===== config.mk =====
export PLATFORM = sky130hd
export DESIGN_NAME = swlp_ctrl
export DESIGN_NICKNAME = d
export VERILOG_FILES = /design/src/rtl/core/swlp_pkg.sv /design/src/rtl/core/swlp_ctrl.sv
export SDC_FILE = /design/constraint.sdc
export NUM_CORES = 1
export LEC_CHECK = 0
export BUFFER_PORTS_ARGS = -buffer_cell sky130_fd_sc_hd__buf_2
export CAP_MARGIN = 20
export CORE_AREA = 3 3 45 47
export CTS_CLUSTER_SIZE = 20
export DETAILED_ROUTE_END_ITERATION = 6
export DIE_AREA = 0 0 48 50
export GPL_TIMING_DRIVEN = 0
export PLACE_DENSITY = 0.74
export SKIP_LAST_GASP = 1
export SYNTH_ARGS = -nofsm -noshare
export SYNTH_HDL_FRONTEND = slang
export SYNTH_SLANG_ARGS = --single-unit

===== constraint.sdc =====
create_clock -name clk -period 2.2 [get_ports clk]
set_input_delay 0 -clock clk [delete_from_list [all_inputs] [get_ports clk]]
set_output_delay 0 -clock clk [all_outputs]
set_load 0.03 [all_outputs]

===== src/rtl/core/swlp_pkg.sv =====
// Shared types and constants for the sliding-window latency percentile tracker.
`timescale 1ns / 1ps
package swlp_pkg;

  localparam int unsigned WINDOW_DEF      = 256;
  localparam int unsigned SAMPLE_BITS_DEF = 16;
  localparam int unsigned LAT_W           = 16;
  localparam int unsigned CNT_W           = 32;
  localparam int unsigned HELD_W          = 9;

  typedef struct packed {
    logic [LAT_W-1:0] latency;
    logic             success;
  } in_req_t;

  typedef struct packed {
    logic [LAT_W-1:0]  median_latency;
    logic [LAT_W-1:0]  p95_value;
    logic [LAT_W-1:0]  p99_value;
    logic [CNT_W-1:0]  requests_seen;
    logic [CNT_W-1:0]  successes_seen;
    logic [HELD_W-1:0] samples_held;
  } out_res_t;

  // Datapath operations issued by the controller
  typedef enum logic [3:0] {
    OP_NONE     = 4'd0,
    OP_LOAD     = 4'd1,  // latch request, update counters, read ring slot
    OP_RM_RD    = 4'd2,  // read sorted[idx]
    OP_RM_CMP   = 4'd3,  // compare with victim, step index
    OP_SH_RD    = 4'd4,  // read sorted[idx+1] for left shift
    OP_SH_WR    = 4'd5,  // write sorted[idx], step index
    OP_INS_INIT = 4'd6,  // idx = fill - 1, last slot of the updated window
    OP_INS_RD   = 4'd7,  // read sorted[idx-1]
    OP_INS_STEP = 4'd8,  // shift right or place new value
    OP_PCT_RD   = 4'd9,  // read sorted[pct index]
    OP_PCT_LAT  = 4'd10  // latch percentile, advance selector
  } dp_op_t;

  typedef struct packed {
    dp_op_t     op;
    logic [1:0] sel;
  } dp_cmd_t;

  typedef struct packed {
    logic full;       // window full at load
    logic rm_hit;     // compared entry equals victim
    logic rm_end;     // index reached last entry
    logic ins_place;  // insertion slot found
  } dp_sts_t;

endpackage


===== src/rtl/core/swlp_ctrl.sv =====
// Controller state machine sequencing remove, insert and percentile reads.
`timescale 1ns / 1ps
module swlp_ctrl (
  input  logic               clk,
  input  logic               rst_n,
  input  logic               in_valid,
  output logic               in_ready,
  output logic               out_valid,
  input  logic               out_ready,
  input  swlp_pkg::dp_sts_t  sts,
  output swlp_pkg::dp_cmd_t  cmd
);

  typedef enum logic [9:0] {
    S_IDLE  = 10'b0000000001,
    S_LOAD  = 10'b0000000010,
    S_RMRD  = 10'b0000000100,
    S_RMCMP = 10'b0000001000,
    S_SHRD  = 10'b0000010000,
    S_SHWR  = 10'b0000100000,
    S_INRD  = 10'b0001000000,
    S_INST  = 10'b0010000000,
    S_PRD   = 10'b0100000000,
    S_PLAT  = 10'b1000000000
  } state_t;

  state_t     state_r, state_nxt;
  logic [1:0] sel_r, sel_nxt;
  logic       out_valid_r, out_valid_nxt;

  assign in_ready  = (state_r == S_IDLE) && !out_valid_r;
  assign out_valid = out_valid_r;

  // Next state and command decode
  always_comb begin
    state_nxt     = state_r;
    sel_nxt       = sel_r;
    out_valid_nxt = out_valid_r && !out_ready;
    cmd.op        = swlp_pkg::OP_NONE;
    cmd.sel       = sel_r;
    unique case (state_r)
      S_IDLE: begin
        if (in_valid && in_ready) begin
          cmd.op    = swlp_pkg::OP_LOAD;
          state_nxt = S_LOAD;
        end
      end
      S_LOAD: begin
        if (sts.full) begin
          cmd.op    = swlp_pkg::OP_RM_RD;
          state_nxt = S_RMCMP;
        end else begin
          cmd.op    = swlp_pkg::OP_INS_INIT;
          state_nxt = S_INRD;
        end
      end
      S_RMRD: begin
        cmd.op    = swlp_pkg::OP_RM_RD;
        state_nxt = S_RMCMP;
      end
      S_RMCMP: begin
        cmd.op = swlp_pkg::OP_RM_CMP;
        if (sts.rm_hit || sts.rm_end) state_nxt = S_SHRD;
        else state_nxt = S_RMRD;
      end
      S_SHRD: begin
        if (sts.rm_end) begin
          cmd.op    = swlp_pkg::OP_INS_INIT;
          state_nxt = S_INRD;
        end else begin
          cmd.op    = swlp_pkg::OP_SH_RD;
          state_nxt = S_SHWR;
        end
      end
      S_SHWR: begin
        cmd.op    = swlp_pkg::OP_SH_WR;
        state_nxt = S_SHRD;
      end
      S_INRD: begin
        cmd.op    = swlp_pkg::OP_INS_RD;
        state_nxt = S_INST;
      end
      S_INST: begin
        cmd.op = swlp_pkg::OP_INS_STEP;
        if (sts.ins_place) begin
          sel_nxt   = 2'd0;
          state_nxt = S_PRD;
        end else state_nxt = S_INRD;
      end
      S_PRD: begin
        cmd.op    = swlp_pkg::OP_PCT_RD;
        state_nxt = S_PLAT;
      end
      S_PLAT: begin
        cmd.op = swlp_pkg::OP_PCT_LAT;
        if (sel_r == 2'd2) begin
          out_valid_nxt = 1'b1;
          state_nxt     = S_IDLE;
        end else begin
          sel_nxt   = sel_r + 2'd1;
          state_nxt = S_PRD;
        end
      end
      default: state_nxt = S_IDLE;
    endcase
  end

  always_ff @(posedge clk) begin
    if (!rst_n) begin
      state_r     <= S_IDLE;
      sel_r       <= 2'd0;
      out_valid_r <= 1'b0;
    end else begin
      state_r     <= state_nxt;
      sel_r       <= sel_nxt;
      out_valid_r <= out_valid_nxt;
    end
  end

`ifndef SYNTHESIS
  a_ready_idle: assert property (@(posedge clk) disable iff (!rst_n)
    in_ready |-> (state_r == S_IDLE)) else $error("ready outside idle");
  a_no_accept_busy: assert property (@(posedge clk) disable iff (!rst_n)
    (in_valid && in_ready) |=> !in_ready) else $error("accept while busy");
  a_done_valid: assert property (@(posedge clk) disable iff (!rst_n)
    (state_r == S_PLAT && sel_r == 2'd2) |=> out_valid) else $error("result lost");
`endif

endmodule


Yosys cells after proc, flatten, opt, wreduce, memory -nomap -nowiden --
Cells that the tools add are included.
Word-level totals: input port bits 8, output and inout bits 8, memory bits (writable) 0, bits in latches 0, ROM bits 0, memories 0, bits in registers 13, word-level logic and storage cells 42
Operators by class: shift operators 0, $lt $le $gt $ge 0, equality and inequality tests 14, bitwise gates (word level) 0, multiplexer cells 16, $mul 0, reductions and logical operators 8, add/subtract/negate cells 1, div/mod/pow operators 0
Operators by type and width (count):
- one-hot mux 10 bit (10 select lines) | 1
- one-hot mux 4 bit (10 select lines) | 1
- two-way mux 9 bit | 2
- two-way mux 7 bit | 2
- == test 10 x 1 -> 1 bit (second input constant) | 1
- == test 10 bit (second input constant) | 1
- == test 10 x 2 -> 1 bit (second input constant) | 1
- == test 10 x 3 -> 1 bit (second input constant) | 1
- == test 10 x 4 -> 1 bit (second input constant) | 1
- == test 10 x 5 -> 1 bit (second input constant) | 1
- == test 10 x 6 -> 1 bit (second input constant) | 1
- == test 10 x 7 -> 1 bit (second input constant) | 1
- == test 10 x 8 -> 1 bit (second input constant) | 1
- == test 10 x 9 -> 1 bit (second input constant) | 1
- two-way mux 10 bit | 1
- two-way mux 2 bit | 3
- two-way mux 5 bit | 1
- != test 2 bit (second input constant) | 2
- one-hot mux 2 bit (2 select lines) | 1
- logical AND 1 bit | 3
- two-way mux 1 bit | 3
- two-way mux 3 bit | 1
- AND reduction 3 bit | 1
- adder 2 x 1 -> 2 bit (second input constant) | 1
- other kinds (5) | 6

Longest topological paths before layout --
depth in word-level cells 5, gate-level depth with buffers 6, depth with buffers taken out 6

Least setup slack after synthesis --
No wires, ideal clock.
path kind reg2reg, start point register state_r[0], end point register sel_r[1], arrival time 1.684 ns, required time 2.083 ns, clock period less this slack 1.801 ns, stages on the path, launching flop included 6, setup time 0.117 ns, slack 0.399 ns, path buffers 1, path through dfxtp_1 or4_1 buf_2 or4_4 a22oi_2 o21ai_1
Between the ends: word-level cells in the longest chain between the ends 3, elaborated cells between the ends (all ways) 7, those cells by class eq/ne (4); mux (1); reduce/logical (2)
Ends and longest elaborated chain:
- from (decl) | RTL line swlp_ctrl.sv:27 | state_t state_r, state_nxt;
- from (signal assigned) | RTL line swlp_ctrl.sv:114 | state_r <= state_nxt;
- == test 10 bit or == test 10 x 8 -> 1 bit (tied branches) | RTL line swlp_ctrl.sv:41 | unique case (state_r)
- != test 2 bit (no source line) or nonzero test 2 bit (tied branches)
- AND reduction 3 bit (no source line)
- to (signal assigned) | RTL line swlp_ctrl.sv:115 | sel_r <= sel_nxt;
- to (decl) | RTL line swlp_ctrl.sv:28 | logic [1:0] sel_r, sel_nxt;
Parallel ways exist; a longest one is shown, timed or not. A chain may end at the register's enable or synchronous reset.

==> results by group <==
Status
  • Status: completed

Min path
  • Hold Path Stages: 3
  • Hold crit path type: in -> reg

STA
  • Slew headroom: between 60% and 70%
  • Final Hold Viols: 0
  • Unrepaired setup endpoints after global routing: false
  • Final max-slew violation count: 0
  • Min cycle time layout: about 2.1 ns
  • Endpoints failing setup: 0
  • Slew @ Worst Pin: around 0.47 ns
  • Worst Skew: about 0.0029 ns
  • Setup TNS: 0 ns
  • Post-route clock period utilization: 94.9%
  • Max frequency: about 480 MHz
  • Hold WS: between 0.04 and 0.05 ns
  • Final worst slack: around 0.11 ns

Floorplanning
  • Die Footprint: 2400 um2
  • I/O pins: 16
  • Row count: 15
  • Initial Util: between 50 and 60%
  • Core area: about 1700 um2
  • Die Y: about 50 um
  • Die Wd: around 48 um

Yosys
  • Post-synthesis async set-or-reset flop share: 0%
  • Synthesized cell area: 880 um2
  • Post-Synth XOR/XNOR Area: 4.98%
  • Post-Synth Simple-Gate Area: a little over a third
  • Yosys cell types: 40
  • Post-Synth Adder-Cell Area: around 1.4%
  • Largest family of logic cells by synthesized area: simple AND/OR/NAND/NOR gates
  • Post-Syn Nets: approximately 120
  • Dominant register cell in the synthesized netlist: dfxtp_1
  • Mux contribution to synthesized area: 0%
  • Synthesized flop and latch total: 13
  • Syn Inst Count: about 110
  • Synth warn: 0
  • Syn Area/Cell: 7.85 um2
  • Post-synthesis compound-gate area fraction: just under 20%
  • Sequential fraction of the synthesis area: 29.6%
  • Post-synth EDFFs: 0

Power
  • Power per cell area: 457 nW/um2
  • Pleak: 0.000479 uW
  • Total power: roughly 490 uW
  • Peak supply drop: between 0.3 and 0.4 mV

Place
  • Setup WS pre-CTS: between 0.1 and 0.15 ns
  • Placed cell count: 144
  • IO buf count: 15
  • Routability cong.: about 0.84
  • Hpwl dp: about 1.6 mm

Finish
  • Most frequent cells in the layout: buf_2 (16), dfxtp_1 (13), nor2_1 (12), nand3_1 (9)
  • Commonest non-fill, non-tap cell in the layout: buf_2
  • Nets: ~150
  • Diodes inserted: 0
  • Area growth syn-to-layout: 20.8%
  • Share of layout cells above drive strength 1: 25.7%
  • Non-filler cells, final: about 150

GRT
  • Antenna violations before repair: 0
  • First-pass GRT wire length: ~3.7 mm
  • Pin count of the biggest net entering global routing: 11
  • Total GRT Usage: approximately a fifth
  • Vias in the first global route: just over 800
  • Grt total ovfl: 0

Detailed routing
  • Detailed Route WL: ~2.2 mm
  • DRC: 0
  • Pre-antenna DRT Iters: 4
  • Routed Antenna Nets: 0
  • Starting DRC count in detailed routing: 19
  • Vias: 932
  • Vias per std cell: 6.09
  • Drt wl/cell: between 10 and 15 um

Clock tree
  • Num CTS Buffers: 3
  • Post-CTS setup buffers: 0
  • Worst-path clk slew: ~0.08 ns
  • Worst skew pair latency: ~0.27 ns
  • CTS tree: yes
  • CTS root buf: clkbuf_4
  • H-Tree Depth: 1
  • Bufs on Longest Clock Path: 2
  • CTS sink cnt: 13

Critical path
  • Crit Path Max Fanout: 7
  • Cells along the critical path: or4_1 -> buf_2 -> nor3_2 -> nand4_1 -> nand4_1 -> buf_2
  • Critical Path End Type: primary output
  • Worst Path Required: between 2 and 2.5 ns
  • FF-to-FF path depth: 5
  • R2R setup slack: 0.22 ns
  • Largest stage delay on the critical path: about 0.51 ns
  • Critical Path Source Type: flop
  • Setup Crit Path Kind: reg -> out
  • WP data arrival: ~2.1 ns
  • CP max stage cell: or4_1

Job
  • Max Cap Violations: 0
## cell families after synthesis
group,Yosys count
compound gates,24
simple gates,54
fa+ha+maj,1
xor+xnor,5
flops,13
buf+inv,15
## report_power, final
| part | switching (uW) | internal (uW) | total (uW) |
|---|---|---|---|
| Clock | 77.5 | 70.2 | 148 |
| Sequential | 4.45 | 239 | 244 |
| Combinational | 57.7 | 36.9 | 94.5 |
| Total | 140 | 346 | 486 |
## Yosys cell counts, types with 3 or more instances
master	n	area share [%]
o21ai_0	7	4.0
nor4_1	3	2.1
xor2_1	5	5.0
nand2b_1	3	2.1
a21oi_1	3	1.7
nor2_1	12	5.1
inv_1	6	2.6
dfxtp_1	13	30
nor3_1	7	4.0
o2111ai_1	3	3.0
nand3_1	9	5.1
clkbuf_1	3	1.3
nand2_1	3	1.3
## path summary, 6_finish.rpt
kind / from / end
hold reg to reg: sel_r[0]$_SDFFE_PN0P_ / sel_r[0]$_SDFFE_PN0P_
hold / removal: rst_n / state_r[8]$_SDFFE_PN0P_
setup / recovery: state_r[0]$_SDFFE_PN1P_ / cmd[3]
setup reg to reg: state_r[5]$_SDFFE_PN0P_ / state_r[2]$_SDFFE_PN0P_
## per-stage QoR
step	area, um2	util (%)
after floorplan	880	-
after global placement	976	57.8
after detailed placement	976	57.8
after CTS	1050	62.3
after global routing	1060	62.9
final	1060	62.9
## flip-flops by register name, summed over array words and instances (netlist names)
register,flops
out_valid,1
state_r,10
sel_r,2
## layer usage
| metal | wire length (um) | global-route usage (%) | vias to the layer above | share of wire [%] |
|---|---|---|---|---|
| met4 | 43 | 7.17 | 0 | 2.0 |
| met3 | 114 | 4.74 | 6 | 5.2 |
| met2 | 1010 | 29.1 | 32 | 46 |
| met5 | 0 | 0 | - | 0 |
| met1 | 1040 | 30.6 | 432 | 47 |
| li1 | - | - | 462 | - |
## worst max-delay path: cells and delay by family (launching register included)
| family | cells | cell delay, ns |
|---|---|---|
| flip-flops | 1 | 0.37 |
| buffers and inverters | 2 | 0.38 |
| AND/OR/NAND/NOR | 4 | 1.07 |
## area by class of cell
class	instances	area, um2
plain buffers	9	58.8
clock buffers	4	26.3
fillers	158	627
inverters	6	22.5
multi-input cells	84	548
flip-flops and latches	13	260
well taps	17	21.3
repair buffers	20	125
## timing repair
action	4_1_cts	5_1_grt
setup endpoints to repair	0	7
gates resized for setup	0	3
hold buffers	5	0
endpoints found under the hold margin	4	0
(Power assumes the default switching activity.)
